## config.mk

```make
export PLATFORM = sky130hd
export DESIGN_NAME = mmc3_bank_and_scanline_irq
export DESIGN_NICKNAME = d
export VERILOG_FILES = /design/src/hw/rtl/mmc3_pkg.sv /design/src/hw/rtl/mmc3_bank_and_scanline_irq.sv /design/src/hw/rtl/mmc3_mod.sv /design/src/hw/rtl/mmc3_datapath.sv /design/src/hw/rtl/mmc3_ctrl.sv
export VERILOG_INCLUDE_DIRS = /design/src /design/src/hw/rtl
export SDC_FILE = /design/constraint.sdc
export NUM_CORES = 1
export LEC_CHECK = 0
export BUFFER_PORTS_ARGS = -buffer_cell sky130_fd_sc_hd__buf_2
export CORE_MARGIN = 2
export CORE_UTILIZATION = 30
export DETAILED_ROUTE_END_ITERATION = 6
export PLACE_DENSITY_LB_ADDON = 0.3
export SLEW_MARGIN = 20
export SYNTH_ARGS = -nofsm -noshare
export SYNTH_HDL_FRONTEND = slang
export SYNTH_SLANG_ARGS = --single-unit
```

## constraint.sdc

```tcl
create_clock -name clock -period 6.5 [get_ports clock]
set_input_delay 0.975 -clock clock [delete_from_list [all_inputs] [get_ports clock]]
set_output_delay 0.975 -clock clock [all_outputs]
set_load 0.01 [all_outputs]
```

## src/hw/rtl/mmc3_bank_and_scanline_irq_defines.svh

```systemverilog
// ---------------------------------------------------------------------------
// mmc3_bank_and_scanline_irq_defines
// assertion macros for the mapper
// ---------------------------------------------------------------------------
`ifndef MMC3_BANK_AND_SCANLINE_IRQ_DEFINES_SVH
`define MMC3_BANK_AND_SCANLINE_IRQ_DEFINES_SVH
// implication checked on every clock outside reset
`define MMC3_ASSERT_IMPL(lbl, ante, cons) \
   lbl: assert property (@(posedge clock) disable iff (reset) (ante) |-> (cons)) \
      else $error("mmc3 check failed");
// next-cycle implication
`define MMC3_ASSERT_NEXT(lbl, ante, cons) \
   lbl: assert property (@(posedge clock) disable iff (reset) (ante) |=> (cons)) \
      else $error("mmc3 check failed");
`endif

```

## src/hw/rtl/mmc3_pkg.sv

```systemverilog
// ---------------------------------------------------------------------------
// mmc3_pkg
// shared types and constants for the bank mapper
// ---------------------------------------------------------------------------
`timescale 1ns / 1ps
package mmc3_pkg;
   localparam int VISIBLE_LINES_DEF = 240;
   localparam logic [15:0] ADDR_OUTER   = 16'h5000;
   localparam logic [15:0] DEC_MASK     = 16'hE001;
   localparam logic [15:0] DEC_SELECT   = 16'h8000;
   localparam logic [15:0] DEC_DATA     = 16'h8001;
   localparam logic [15:0] DEC_MIRROR   = 16'hA000;
   localparam logic [15:0] DEC_LATCH    = 16'hC000;
   localparam logic [15:0] DEC_RELOAD   = 16'hC001;
   localparam logic [15:0] DEC_DISABLE  = 16'hE000;
   localparam logic [15:0] DEC_ENABLE   = 16'hE001;
   localparam logic [1:0] CSR_PRG_COUNT = 2'd0;
   localparam logic [1:0] CSR_CHR_COUNT = 2'd1;
   localparam logic [1:0] CSR_FOUR_SCR  = 2'd2;
   localparam logic [1:0] MIRROR_FOUR   = 2'd2;

   // one modulo job: value mod divisor
   typedef struct packed {
      logic        start;
      logic [13:0] value;
      logic [13:0] divisor;
   } mod_cmd_type;

   typedef struct packed {
      logic        done;
      logic [13:0] result;
   } mod_sts_type;
endpackage

```

## src/hw/rtl/mmc3_bank_and_scanline_irq.sv

```systemverilog
// ---------------------------------------------------------------------------
// mmc3_bank_and_scanline_irq
// cartridge bank mapper with scanline interrupt counter
// ---------------------------------------------------------------------------
//  channel  direction  handshake
//  req_     in         req_valid / req_ready
//  rsp_     out        rsp_valid / rsp_ready
//  csr_     in         csr_we, no wait
// ten bank remainders run one after another on one bit-serial remainder unit
// (issue, 14 steps, done); rsp_valid rises once the last result is captured
// the next request is taken the cycle after the response is registered;
// a held response stalls the input
// synchronous active-high reset restores power-on banks, no clearing pass
`timescale 1ns / 1ps
module mmc3_bank_and_scanline_irq
   import mmc3_pkg::*;
#(
   parameter int VISIBLE_LINES = VISIBLE_LINES_DEF
) (
   input  logic        clock,
   input  logic        reset,
   input  logic        csr_we,
   input  logic [1:0]  csr_index,
   input  logic [13:0] csr_wdata,
   input  logic        req_valid,
   output logic        req_ready,
   input  logic        req_command,
   input  logic [15:0] req_addr,
   input  logic [7:0]  req_data,
   input  logic [8:0]  req_scanline,
   input  logic        req_display_on,
   output logic        rsp_valid,
   input  logic        rsp_ready,
   output logic [12:0] rsp_prg_window_0,
   output logic [12:0] rsp_prg_window_1,
   output logic [12:0] rsp_prg_window_2,
   output logic [12:0] rsp_prg_window_3,
   output logic [63:0] rsp_chr_windows,
   output logic [1:0]  rsp_mirror_mode,
   output logic        rsp_irq_out
);
   logic       apply, job_start, capture, mod_done;
   logic [3:0] job;

   mmc3_ctrl u_ctrl (
      .clock(clock), .reset(reset), .req_valid(req_valid), .req_ready(req_ready),
      .rsp_valid(rsp_valid), .rsp_ready(rsp_ready), .mod_done(mod_done),
      .apply(apply), .job(job), .job_start(job_start), .capture(capture)
   );

   mmc3_datapath #(.VISIBLE_LINES(VISIBLE_LINES)) u_dp (
      .clock(clock), .reset(reset), .csr_we(csr_we), .csr_index(csr_index),
      .csr_wdata(csr_wdata), .apply(apply), .job(job), .job_start(job_start),
      .capture(capture), .req_command(req_command), .req_addr(req_addr),
      .req_data(req_data), .req_scanline(req_scanline),
      .req_display_on(req_display_on), .mod_done(mod_done),
      .rsp_prg_window_0(rsp_prg_window_0), .rsp_prg_window_1(rsp_prg_window_1),
      .rsp_prg_window_2(rsp_prg_window_2), .rsp_prg_window_3(rsp_prg_window_3),
      .rsp_chr_windows(rsp_chr_windows), .rsp_mirror_mode(rsp_mirror_mode),
      .rsp_irq_out(rsp_irq_out)
   );
endmodule

```

## src/hw/rtl/mmc3_mod.sv

```systemverilog
// ---------------------------------------------------------------------------
// mmc3_mod
// restoring remainder unit, one quotient bit per cycle
// ---------------------------------------------------------------------------
`timescale 1ns / 1ps
module mmc3_mod
   import mmc3_pkg::*;
(
   input  logic        clock,
   input  logic        reset,
   input  mod_cmd_type cmd,
   output mod_sts_type sts
);
   logic [13:0] rem_ff, rem_in;
   logic [13:0] val_ff, val_in;
   logic [13:0] div_ff, div_in;
   logic [3:0]  cnt_ff, cnt_in;
   logic        busy_ff, busy_in;
   logic        done_ff, done_in;
   logic [14:0] trial;

   always_comb begin
      rem_in  = rem_ff;
      val_in  = val_ff;
      div_in  = div_ff;
      cnt_in  = cnt_ff;
      busy_in = busy_ff;
      done_in = 1'b0;
      trial   = {rem_ff, val_ff[13]};
      if (cmd.start) begin
         rem_in  = '0;
         val_in  = cmd.value;
         div_in  = cmd.divisor;
         cnt_in  = 4'd0;
         busy_in = 1'b1;
      end else if (busy_ff) begin
         if (trial >= {1'b0, div_ff}) begin
            rem_in = 14'(trial - {1'b0, div_ff});
         end else begin
            rem_in = trial[13:0];
         end
         val_in = {val_ff[12:0], 1'b0};
         cnt_in = 4'(cnt_ff + 4'd1);
         if (cnt_ff == 4'd13) begin
            busy_in = 1'b0;
            done_in = 1'b1;
         end
      end
   end

   always_ff @(posedge clock) begin
      rem_ff <= rem_in;
      val_ff <= val_in;
      div_ff <= div_in;
      cnt_ff <= cnt_in;
      if (reset) begin
         busy_ff <= 1'b0;
         done_ff <= 1'b0;
      end else begin
         busy_ff <= busy_in;
         done_ff <= done_in;
      end
   end

   assign sts.done   = done_ff;
   assign sts.result = rem_ff;
endmodule

```

## src/hw/rtl/mmc3_datapath.sv

```systemverilog
// ---------------------------------------------------------------------------
// mmc3_datapath
// mapper registers, irq counter and result assembly
// ---------------------------------------------------------------------------
`timescale 1ns / 1ps
`include "mmc3_bank_and_scanline_irq_defines.svh"
module mmc3_datapath
   import mmc3_pkg::*;
#(
   parameter int VISIBLE_LINES = VISIBLE_LINES_DEF
) (
   input  logic        clock,
   input  logic        reset,
   input  logic        csr_we,
   input  logic [1:0]  csr_index,
   input  logic [13:0] csr_wdata,
   input  logic        apply,
   input  logic [3:0]  job,
   input  logic        job_start,
   input  logic        capture,
   input  logic        req_command,
   input  logic [15:0] req_addr,
   input  logic [7:0]  req_data,
   input  logic [8:0]  req_scanline,
   input  logic        req_display_on,
   output logic        mod_done,
   output logic [12:0] rsp_prg_window_0,
   output logic [12:0] rsp_prg_window_1,
   output logic [12:0] rsp_prg_window_2,
   output logic [12:0] rsp_prg_window_3,
   output logic [63:0] rsp_chr_windows,
   output logic [1:0]  rsp_mirror_mode,
   output logic        rsp_irq_out
);
   localparam logic [8:0] VIS = 9'(VISIBLE_LINES);

   logic [13:0] prg_count_ff;
   logic [8:0]  chr_count_ff;
   logic        four_ff;
   logic [7:0]  bank_select_ff;
   logic [7:0]  chr_regs_ff [6];
   logic [12:0] prg_regs_ff [2];
   logic [7:0]  outer_ff, reload_val_ff, count_ff;
   logic        mirror_ff, irq_en_ff, pend_ff, pend_vb_ff, irq_ff;
   logic [13:0] n_eff;
   logic [12:0] p_mod_ff [2];
   logic [7:0]  c_mod_ff [8];
   logic [7:0]  raw;
   mod_cmd_type mcmd;
   mod_sts_type msts;
   logic [15:0] dec;
   logic [7:0]  cnt_tmp;
   logic        pend_tmp;
   logic [8:0]  cn;

   assign n_eff = (prg_count_ff < 14'd2) ? 14'd2 :
                  (prg_count_ff > 14'd8192) ? 14'd8192 : prg_count_ff;
   assign cn  = (chr_count_ff > 9'd256) ? 9'd256 : chr_count_ff;
   assign dec = req_addr & DEC_MASK;

   always_comb begin
      case (job[2:0])
         3'd0: raw = chr_regs_ff[0];
         3'd1: raw = 8'(chr_regs_ff[0] + 8'd1);
         3'd2: raw = chr_regs_ff[1];
         3'd3: raw = 8'(chr_regs_ff[1] + 8'd1);
         3'd4: raw = chr_regs_ff[2];
         3'd5: raw = chr_regs_ff[3];
         3'd6: raw = chr_regs_ff[4];
         default: raw = chr_regs_ff[5];
      endcase
      mcmd.start = job_start;
      if (job[3]) begin
         mcmd.value   = {1'b0, prg_regs_ff[job[0]]};
         mcmd.divisor = n_eff;
      end else begin
         mcmd.value   = {6'd0, raw};
         mcmd.divisor = (cn == 9'd0) ? 14'd8 : {5'd0, cn};
      end
   end

   mmc3_mod u_mod (.clock(clock), .reset(reset), .cmd(mcmd), .sts(msts));
   assign mod_done = msts.done;

   // irq counter tick
   always_comb begin
      cnt_tmp  = count_ff;
      pend_tmp = pend_ff;
      if (pend_vb_ff) cnt_tmp = reload_val_ff;
      if (pend_tmp) begin
         cnt_tmp  = reload_val_ff;
         pend_tmp = 1'b0;
      end else if (cnt_tmp != 8'd0) begin
         cnt_tmp = 8'(cnt_tmp - 8'd1);
      end
      if (cnt_tmp == 8'd0) pend_tmp = 1'b1;
   end

   always_ff @(posedge clock) begin
      if (msts.done) begin
         if (job[3]) p_mod_ff[job[0]] <= msts.result[12:0];
         else c_mod_ff[job[2:0]] <= msts.result[7:0];
      end
      if (reset) begin
         prg_count_ff  <= 14'd32;
         chr_count_ff  <= 9'd0;
         four_ff       <= 1'b0;
         bank_select_ff <= 8'd0;
         chr_regs_ff[0] <= 8'd0;
         chr_regs_ff[1] <= 8'd2;
         chr_regs_ff[2] <= 8'd4;
         chr_regs_ff[3] <= 8'd5;
         chr_regs_ff[4] <= 8'd6;
         chr_regs_ff[5] <= 8'd7;
         prg_regs_ff[0] <= 13'd0;
         prg_regs_ff[1] <= 13'd1;
         outer_ff      <= 8'd0;
         mirror_ff     <= 1'b0;
         reload_val_ff <= 8'hFF;
         count_ff      <= 8'd0;
         irq_en_ff     <= 1'b0;
         pend_ff       <= 1'b0;
         pend_vb_ff    <= 1'b0;
         irq_ff        <= 1'b0;
      end else begin
         if (csr_we) begin
            unique case (csr_index)
               CSR_PRG_COUNT: prg_count_ff <= csr_wdata;
               CSR_CHR_COUNT: chr_count_ff <= csr_wdata[8:0];
               CSR_FOUR_SCR:  four_ff <= csr_wdata[0];
               default: ;
            endcase
         end
         if (apply) begin
            if (req_command) begin
               if (req_scanline < VIS && req_display_on) begin
                  count_ff   <= cnt_tmp;
                  pend_ff    <= pend_tmp;
                  pend_vb_ff <= 1'b0;
                  if (cnt_tmp == 8'd0 && irq_en_ff) irq_ff <= 1'b1;
               end
            end else if (req_addr == ADDR_OUTER) begin
               outer_ff <= req_data;
            end else if (req_addr[15]) begin
               unique case (dec)
                  DEC_SELECT: bank_select_ff <= req_data;
                  DEC_DATA: begin
                     if (bank_select_ff[2:0] < 3'd2)
                        chr_regs_ff[bank_select_ff[2:0]] <= req_data & 8'hFE;
                     else if (bank_select_ff[2:0] < 3'd6)
                        chr_regs_ff[bank_select_ff[2:0]] <= req_data;
                     else
                        prg_regs_ff[bank_select_ff[0]] <=
                           13'({5'd0, req_data} + {1'b0, outer_ff, 4'd0});
                  end
                  DEC_MIRROR: if (!four_ff) mirror_ff <= req_data[0];
                  DEC_LATCH: reload_val_ff <= req_data;
                  DEC_RELOAD: begin
                     count_ff[7] <= 1'b1;
                     if (req_scanline < VIS) pend_ff <= 1'b1;
                     else begin
                        pend_vb_ff <= 1'b1;
                        pend_ff    <= 1'b0;
                     end
                  end
                  DEC_DISABLE: begin
                     irq_en_ff <= 1'b0;
                     irq_ff    <= 1'b0;
                  end
                  DEC_ENABLE: begin
                     irq_en_ff <= 1'b1;
                     irq_ff    <= 1'b0;
                  end
                  default: ;
               endcase
            end
         end
      end
   end

   // result register
   always_ff @(posedge clock) begin
      if (capture) begin
         if (bank_select_ff[6]) begin
            rsp_prg_window_0 <= 13'(n_eff - 14'd2);
            rsp_prg_window_2 <= p_mod_ff[0];
         end else begin
            rsp_prg_window_0 <= p_mod_ff[0];
            rsp_prg_window_2 <= 13'(n_eff - 14'd2);
         end
         rsp_prg_window_1 <= p_mod_ff[1];
         rsp_prg_window_3 <= 13'(n_eff - 14'd1);
         if (bank_select_ff[7])
            rsp_chr_windows <= {c_mod_ff[3], c_mod_ff[2], c_mod_ff[1], c_mod_ff[0],
                                c_mod_ff[7], c_mod_ff[6], c_mod_ff[5], c_mod_ff[4]};
         else
            rsp_chr_windows <= {c_mod_ff[7], c_mod_ff[6], c_mod_ff[5], c_mod_ff[4],
                                c_mod_ff[3], c_mod_ff[2], c_mod_ff[1], c_mod_ff[0]};
         rsp_mirror_mode <= four_ff ? MIRROR_FOUR : {1'b0, mirror_ff};
         rsp_irq_out     <= irq_ff;
      end
   end

   `MMC3_ASSERT_IMPL(a_irq_needs_en, irq_ff, irq_en_ff)
   `MMC3_ASSERT_NEXT(a_disable_clears, apply && !req_command && req_addr[15]
      && dec == DEC_DISABLE, !irq_ff)
   `MMC3_ASSERT_IMPL(a_done_in_range, msts.done && !job[3], msts.result < 14'd256)
endmodule

```

## src/hw/rtl/mmc3_ctrl.sv

```systemverilog
// ---------------------------------------------------------------------------
// mmc3_ctrl
// sequencer: apply request, run ten remainder jobs, present response
// ---------------------------------------------------------------------------
`timescale 1ns / 1ps
`include "mmc3_bank_and_scanline_irq_defines.svh"
module mmc3_ctrl
   import mmc3_pkg::*;
(
   input  logic       clock,
   input  logic       reset,
   input  logic       req_valid,
   output logic       req_ready,
   output logic       rsp_valid,
   input  logic       rsp_ready,
   input  logic       mod_done,
   output logic       apply,
   output logic [3:0] job,
   output logic       job_start,
   output logic       capture
);
   typedef enum logic [1:0] {S_IDLE, S_START, S_WAIT, S_OUT} state_type;
   state_type state_ff;
   logic [3:0] job_ff;
   logic       rsp_valid_ff;
   logic       free;

   // jobs 0..7 pattern banks, 8..9 program banks
   assign free      = !rsp_valid_ff || rsp_ready;
   assign req_ready = (state_ff == S_IDLE);
   assign apply     = req_valid && req_ready;
   assign job       = job_ff;
   assign job_start = (state_ff == S_START);
   assign capture   = (state_ff == S_OUT) && free;
   assign rsp_valid = rsp_valid_ff;

   always_ff @(posedge clock) begin
      if (reset) begin
         state_ff     <= S_IDLE;
         job_ff       <= 4'd0;
         rsp_valid_ff <= 1'b0;
      end else begin
         if (capture) rsp_valid_ff <= 1'b1;
         else if (rsp_valid_ff && rsp_ready) rsp_valid_ff <= 1'b0;
         unique case (state_ff)
            S_IDLE: if (apply) begin
               job_ff   <= 4'd0;
               state_ff <= S_START;
            end
            S_START: state_ff <= S_WAIT;
            S_WAIT: if (mod_done) begin
               if (job_ff == 4'd9) state_ff <= S_OUT;
               else begin
                  job_ff   <= 4'(job_ff + 4'd1);
                  state_ff <= S_START;
               end
            end
            S_OUT: if (free) state_ff <= S_IDLE;
            default: state_ff <= S_IDLE;
         endcase
      end
   end

   `MMC3_ASSERT_IMPL(a_no_accept_busy, state_ff != S_IDLE, !apply)
   `MMC3_ASSERT_NEXT(a_capture_valid, capture, rsp_valid)
   `MMC3_ASSERT_IMPL(a_job_range, state_ff != S_IDLE, job_ff <= 4'd9)
endmodule
```

==> summary.md, run 1 <==
| Metric | Value |
|---|---|
| Setup Buffers After CTS | `0` |
| TritonCTS clock tree | `done` |
| Outcome | `completed` |
| Synth warnings | `0` |
| Total GRT Usage | `13.8%` |
| CP Launch Type | `register` |
| Worst hold path type | `reg -> reg` |
| Remaining global-route overflow | `0` |
| Root buf cell | `clkbuf_16` |
| Ports | `roughly 180` |
| Worst Setup End Kind | `register` |
| Routed WL | `~43000 um` |
| WS Path Type | `reg -> reg` |
| HPWL after DPL | `28900 um` |
| Die area | `61100 um2` |
| Die Span Y | `247 um` |
| WL per Instance | `17.7 um` |
| Min-delay src | `u_dp.p_mod_ff[1][10]$_DFFE_PP_` |
| Worst VDD drop | `0.156 mV` |
| Via density | `4.85` |
| Worst skew pair latency | `580 ps` |
| Flop and latch count out of synthesis | `397` |
| Fmax achieved | `around 270 MHz` |
| CTS Sinks | `397` |
| R2r endpoint | `u_dp.irq_ff$_SDFFE_PP0P_` |
| Final cycle utilization of the critical path | `between 50% and 60%` |
| Synth area leaders | `edfxtp_1 53%, dfxtp_1 9.7%, mux2_2 5.7%` |
| Worst Skew | `19.0 ps` |
| Largest net degree at the start of global routing | `118` |
| Initial Utilization | `30.2%` |
| Min-Delay Endpoint | `u_dp.rsp_prg_window_1[10]$_DFFE_PP_` |
| Worst Tran Pin Value | `roughly 920 ps` |
| PostCTS Resize Cnt | `0` |
| Vias in the first global route | `11400` |
| Cell taking the most area after synthesis | `edfxtp_1` |
| CP max FO | `28` |
| Number of max-cap violations | `0` |
| Final Cell Area | `20900 um2` |
| Post-Syn Area per Cell | `between 10 and 15 um2` |
| Area of the mapped netlist | `17800 um2` |
| Final hold viol count | `0` |
| Sequential fraction of the synthesis area | `62.3%` |
| Reg area | `11100 um2` |
| # hold bufs at CTS | `0` |
| Placed Area | `19400 um2` |
| Finished Core Util | `35.6%` |
| Layout area overhead | `17.9%` |
| Clock-pin transition on the worst setup and hold timing paths | `approximately 60 ps` |
| Reg2reg setup slack | `2800 ps` |
| Slew Viols, Final | `0` |
| Worst r2r src | `u_dp.pend_vb_ff$_SDFFE_PP0P_` |
| DP Worst Slack | `between 2000 and 2500 ps` |
| DRC violations left | `0` |
| Post-synth ARST share | `0%` |
| Post-synthesis cell count | `1450` |
| First-pass GRT wire length | `65200 um` |
| Final Worst Setup Slack | `about 2800 ps` |
| Fin Setup TNS | `0 ps` |
| Library cell with the highest instance count after synthesis | `edfxtp_1` |
| RePlAce Congestion | `0.841` |
| Initial antenna violation count | `4` |
| Core area | `58800 um2` |
| First drt pass iteration count | `5` |
| Period minus WS final | `3700 ps` |
| Layout filler cell count | `5754` |
| Clock Tree Buf Depth | `3` |
| Critical path arrival | `around 4200 ps` |
| RSZ-0062 raised after global routing | `no` |
| Worst r2r path cells | `9` |
| Row cnt | `just under 90` |
| EDFF count, synth | `311` |
| Total number of vias | `11700` |
| Area fraction of the dominant cell type after synthesis | `52.6%` |
| Leakage power | `7.41 nW` |
| Yosys cell types | `85` |
| Syn Nets | `1540` |
| # setup viols final | `0` |
| Antenna viol nets, final | `0` |
| Commonest register cell after synthesis | `edfxtp_1` |
| Power density cells | `306 nW/um2` |
| Iter 0 DRT Violations | `756` |
| Number of nets in the layout | `between 1500 and 2000` |
| Top cells by count, synth | `311 x edfxtp_1, 129 x nand2_1, 124 x nor2_1, 90 x mux2_2, 86 x dfxtp_1` |
| WP data required | `7010 ps` |
| Layout cells sized above 1 | `between 20 and 25%` |
| Area of the multi-input gates | `between 6000 and 7000 um2` |
| Die Width | `approximately 250 um` |
| Slew HR | `38.7%` |
| TritonCTS Buffers | `44` |
| Hold path cells | `0` |
| Number of port buffers | `172` |
| Max H-tree Level | `2` |
==> final cells by class <==
type	instances	area share, %
well taps	773	4.62
clock buffers	53	5.47
multi-input cells	921	29.6
flip-flops and latches	397	52.8
clock inverters	29	1.88
repair buffers	186	4.67
inverters	52	0.933
diodes	1	0.0120
==> cells by family after synthesis <==
logic type	Yosys count	share of synthesized area [%]
compound gates	244	8.88
xor+xnor	35	1.73
fa+ha+maj	34	2.48
buf+inv	132	2.90
flops	397	62.3
mux	149	9.04
simple gates	459	12.7
==> how the worst max path moves through the flow <==
stage                     slack, ps                           endpoint                          from
after floorplan                1880  u_dp.rsp_chr_windows[0]$_DFFE_PP_                     rsp_ready
after global placement         2570   u_dp.chr_regs_ff[5][2]$_DFFE_PP_                  req_addr[13]
after detailed placement       2460   u_dp.chr_regs_ff[5][7]$_DFFE_PP_                  req_addr[13]
after CTS                      2840          u_dp.pend_ff$_SDFFE_PP0P_  u_dp.pend_vb_ff$_SDFFE_PP0P_
after global routing           2510           u_dp.irq_ff$_SDFFE_PP0P_  u_dp.pend_vb_ff$_SDFFE_PP0P_
final                          2800           u_dp.irq_ff$_SDFFE_PP0P_  u_dp.pend_vb_ff$_SDFFE_PP0P_
==> worst max-delay path, cell delays in order (launching register included) <==
cell and delay [ps]:
dfxtp_1 920, mux2i_1 410, ha_1 230, or4b_1 510, a221oi_2 510, a21oi_1 70, o21ai_0 160, o31ai_1 130
nor4_1 490, a31o_1 210
==> report_power, final <==
| part | switching (mW) | total, mW | internal, mW |
|---|---|---|---|
| logic | 0.418 | 0.699 | 0.281 |
| registers | 0.188 | 3.07 | 2.89 |
| clock network | 1.05 | 2.64 | 1.59 |
==> per-stage QoR <==
step / hold WS, ps / total power [mW] / std cells
after detailed placement: 405 / 3.83 / 2329
after global routing: 417 / 6.70 / 2411
after global placement: 405 / 3.81 / 2329
after floorplan: 400 / 3.54 / 1450
final: 401 / 6.41 / 2412
after CTS: 407 / 6.50 / 2411
==> per-layer routing <==
metal	vias up	wire [um]	track usage (%)
met5	-	39	0
met4	6	969	3.98
met3	77	2400	3.02
met2	323	19700	22.2
met1	5630	19400	18.6
li1	5664	-	-
==> layout by cell type, fill, tap and decap left out, types with 5 or more instances in the layout <==
master	count
clkinv_2	5
dfxtp_1	85
o31ai_1	8
nor3b_1	9
ha_1	32
a222oi_1	7
nor4_1	19
inv_1	49
xor2_1	13
clkbuf_16	44
a211oi_1	6
buf_4	13
nand3_1	28
and2_1	35
o22ai_1	8
nor3_1	34
nor2b_1	15
nand2b_1	12
nor2_1	122
and3_1	7
nand4_1	8
a221oi_1	8
a21oi_1	75
mux2i_1	58
a31oi_1	17
xnor2_1	22
bufinv_16	8
clkbuf_1	8
clkinv_1	9
o21ai_0	57
edfxtp_1	311
mux2_2	90
or2_2	7
o21ai_1	7
buf_2	172
nand2_1	129
==> flip-flops by register name, indices dropped and copies added (netlist names), 9 cells and up, named ones only <==
| name | count |
|---|---|
| u_dp.c_mod_ff | 64 |
| u_dp.rsp_chr_windows | 64 |
| u_dp.u_mod.div_ff | 14 |
| u_dp.u_mod.val_ff | 14 |
| u_dp.p_mod_ff | 26 |
| u_dp.prg_count_ff | 14 |
| u_dp.u_mod.rem_ff | 14 |
| u_dp.chr_count_ff | 9 |
| u_dp.rsp_prg_window_3 | 13 |
| u_dp.rsp_prg_window_2 | 13 |
| u_dp.prg_regs_ff | 26 |
| u_dp.rsp_prg_window_1 | 13 |
| u_dp.chr_regs_ff | 48 |
| u_dp.rsp_prg_window_0 | 13 |
Power figures use the tool's default switching activity.
==> run 2: changes to the inputs <==
==> constraint.sdc (replaced) <==
create_clock -name clock -period 3.45 [get_ports clock]
set_input_delay 0.5175 -clock clock [delete_from_list [all_inputs] [get_ports clock]]
set_output_delay 0.5175 -clock clock [all_outputs]
set_load 0.01 [all_outputs]
==> run 2 against run 1 <==
- critical endpoint unchanged
- first-iteration DRC count is 7.8% lower
- hold slack got worse by 220 ps
- largest power group unchanged
- combinational power up 130%
- critical path depth grew 2
- sequential power increased by 81%
- final cell count rose by 1.9%
- die area stayed put
- flip-flop and latch count is the same
- register-to-register slack worse by 2600 ps
- fmax increased by 14%
- count of clock-buffer cells in the layout down 1
==> summary.md, run 2 (synthesis gave the netlist of run 1 again) <==
| Metric | Value |
|---|---|
| Max H-tree Level | `2` |
| Initial Utilization | `30.2%` |
| Number of nets in the layout | `1741` |
| RePlAce Congestion | `0.874` |
| Layout area overhead | `19.8%` |
| Via density | `4.85` |
| CTS Sinks | `397` |
| Die area | `61100 um2` |
| Total GRT Usage | `about 14%` |
| M1 GR Usage | `between 10% and 20%` |
| Setup Buffers After CTS | `0` |
| Worst r2r path cells | `11` |
| TritonCTS clock tree | `done` |
| TritonCTS Buffers | `45` |
| Slew HR | `48.1%` |
| Buf+Inv Stages, Crit Path | `2` |
| Worst VDD drop | `0.325 mV` |
| Die Width | `247 um` |
| Layout cells sized above 1 | `between 20% and 30%` |
| Core area | `58800 um2` |
| Clock-pin transition on the worst setup and hold timing paths | `60 ps` |
| Top delay family on crit path | `simple AND/OR/NAND/NOR gates` |
| # setup viols final | `0` |
| Root buf cell | `clkbuf_16` |
| Number of max-cap violations | `0` |
| GR Util met3 | `2.88%` |
| CP max FO | `10` |
| CP Launch Type | `register` |
| Post-Layout Cell Count | `about 2500` |
| R2r endpoint | `u_dp.irq_ff$_SDFFE_PP0P_` |
| DRC violations left | `0` |
| PostCTS Resize Cnt | `0` |
| Leakage power | `approximately 7.6 nW` |
| Placed insts | `2377` |
| Worst hold path type | `in -> reg` |
| Ports | `177` |
| Clock Tree Buf Depth | `3` |
| WL per Instance | `17.5 um` |
| CP Launch Point | `u_dp.pend_vb_ff$_SDFFE_PP0P_` |
| Initial antenna violation count | `4` |
| Fin Setup TNS | `0 ps` |
| Worst r2r src | `u_dp.pend_vb_ff$_SDFFE_PP0P_` |
| Final cycle utilization of the critical path | `94.0%` |
| # hold bufs at CTS | `0` |
| Commonest non-fill, non-tap cells in the layout | `311 x edfxtp_1, 172 x buf_2, 129 x nand2_1, 123 x nor2_1, 90 x mux2_2` |
| Vias in the first global route | `around 12000` |
| Tot Pwr | `between 10 and 15 mW` |
| WS Path Type | `reg -> reg` |
| Largest net degree at the start of global routing | `118` |
| Worst skew pair latency | `590 ps` |
| Critical path arrival | `3760 ps` |
| Power density cells | `569 nW/um2` |
| WP depth | `11` |
| Worst setup path endpoint | `u_dp.irq_ff$_SDFFE_PP0P_` |
| Slowest CP cell | `dfxtp_1` |
| Antenna viol nets, final | `0` |
| Met2 Use GR | `22.3%` |
| Number of port buffers | `172` |
| DP Worst Slack | `243 ps` |
| Die Span Y | `247 um` |
| Period minus WS final | `3240 ps` |
| CP peak stage delay | `590 ps` |
| RSZ-0062 raised after global routing | `no` |
| Final hold viol count | `0` |
| WP data required | `3970 ps` |
| Final Worst Setup Slack | `205 ps` |
| Worst Hold Slack | `~190 ps` |
| Routed WL | `43100 um` |
| Commonest non-fill, non-tap cell in the layout | `edfxtp_1` |
| First-pass GRT wire length | `65900 um` |
| Ant diodes | `0` |
| Outcome | `completed` |
| Total number of vias | `11900` |
| HPWL after DPL | `29900 um` |
| First drt pass iteration count | `5` |
| Cell Chain, Critical Path | `mux2i_1, ha_1, or4b_1, a221oi_2, buf_4, a21oi_1, o21ai_0, o31ai_1, nor4_1, buf_4, a31o_1` |
| Worst Skew | `21.7 ps` |
| Reg2reg setup slack | `210 ps` |
| Critical Path Most Common Cell | `buf_4` |
| Row cnt | `89` |
| Slew Viols, Final | `0` |
| Worst Tran Pin Value | `~780 ps` |
| Iter 0 DRT Violations | `roughly 700` |
| Fmax achieved | `308 MHz` |
| Remaining global-route overflow | `0` |
| Grt peak-use layer | `met2` |
| Worst Setup End Kind | `register` |
==> run 2: cell types whose count changed in the layout (fill, tap and decap cells not counted), sizes merged <==
cell / delta
buf: +48
clkinvlp: +4
clkinv: -3
bufinv: -2
clkbuf: -1
diode: -1
inv: +1
==> run 2: worst min path at each step <==
stage                             startpoint                                 end  slack, ps  depth (start not counted)
6_report                        csr_wdata[5]   u_dp.prg_count_ff[5]$_SDFFE_PP1P_        190                          3
4_1_cts                         csr_wdata[5]   u_dp.prg_count_ff[5]$_SDFFE_PP1P_        150                          3
3_5_place_dp   u_dp.p_mod_ff[1][0]$_DFFE_PP_  u_dp.rsp_prg_window_1[0]$_DFFE_PP_        410                          0
2_1_floorplan       u_dp.irq_ff$_SDFFE_PP0P_          u_dp.rsp_irq_out$_DFFE_PP_        400                          0
5_1_grt                        csr_wdata[13]  u_dp.prg_count_ff[13]$_SDFFE_PP0P_        170                          3
3_3_place_gp   u_dp.p_mod_ff[1][1]$_DFFE_PP_  u_dp.rsp_prg_window_1[1]$_DFFE_PP_        400                          0
==> run 2: where the power goes <==
part,internal [mW],switching (mW)
combinational,0.603,1.01
clock,2.93,2.00
sequential,5.43,0.140
==> run 2: cell type report <==
type	instances	area (um2)
fill	5738	37500
timing repair buffer	234	1340
clock buffer	52	1180
tap	773	967
sequential	397	11100
inverter	52	195
multi-input combinational	921	6180
clock inverter	29	339
==> run 2: through the flow <==
stage          cell area (um2)  utilization [%]
3_5_place_dp             19700             33.6
2_1_floorplan            17800                -
4_1_cts                  21300             36.2
5_1_grt                  21300             36.2
3_3_place_gp             19700             33.6
6_report                 21300             36.2
==> run 2: worst min-delay path, delay by kind of cell <==
| kind | cells | cell delay (ps) |
|---|---|---|
| buf+inv | 1 | 100 |
| simple gates | 2 | 120 |
==> run 2: per-layer routing <==
| layer | vias up | routed length [um] |
|---|---|---|
| met5 | - | 32 |
| met4 | 6 | 896 |
| met3 | 63 | 2320 |
| met2 | 302 | 20100 |
| met1 | 5790 | 19800 |
| li1 | 5763 | - |
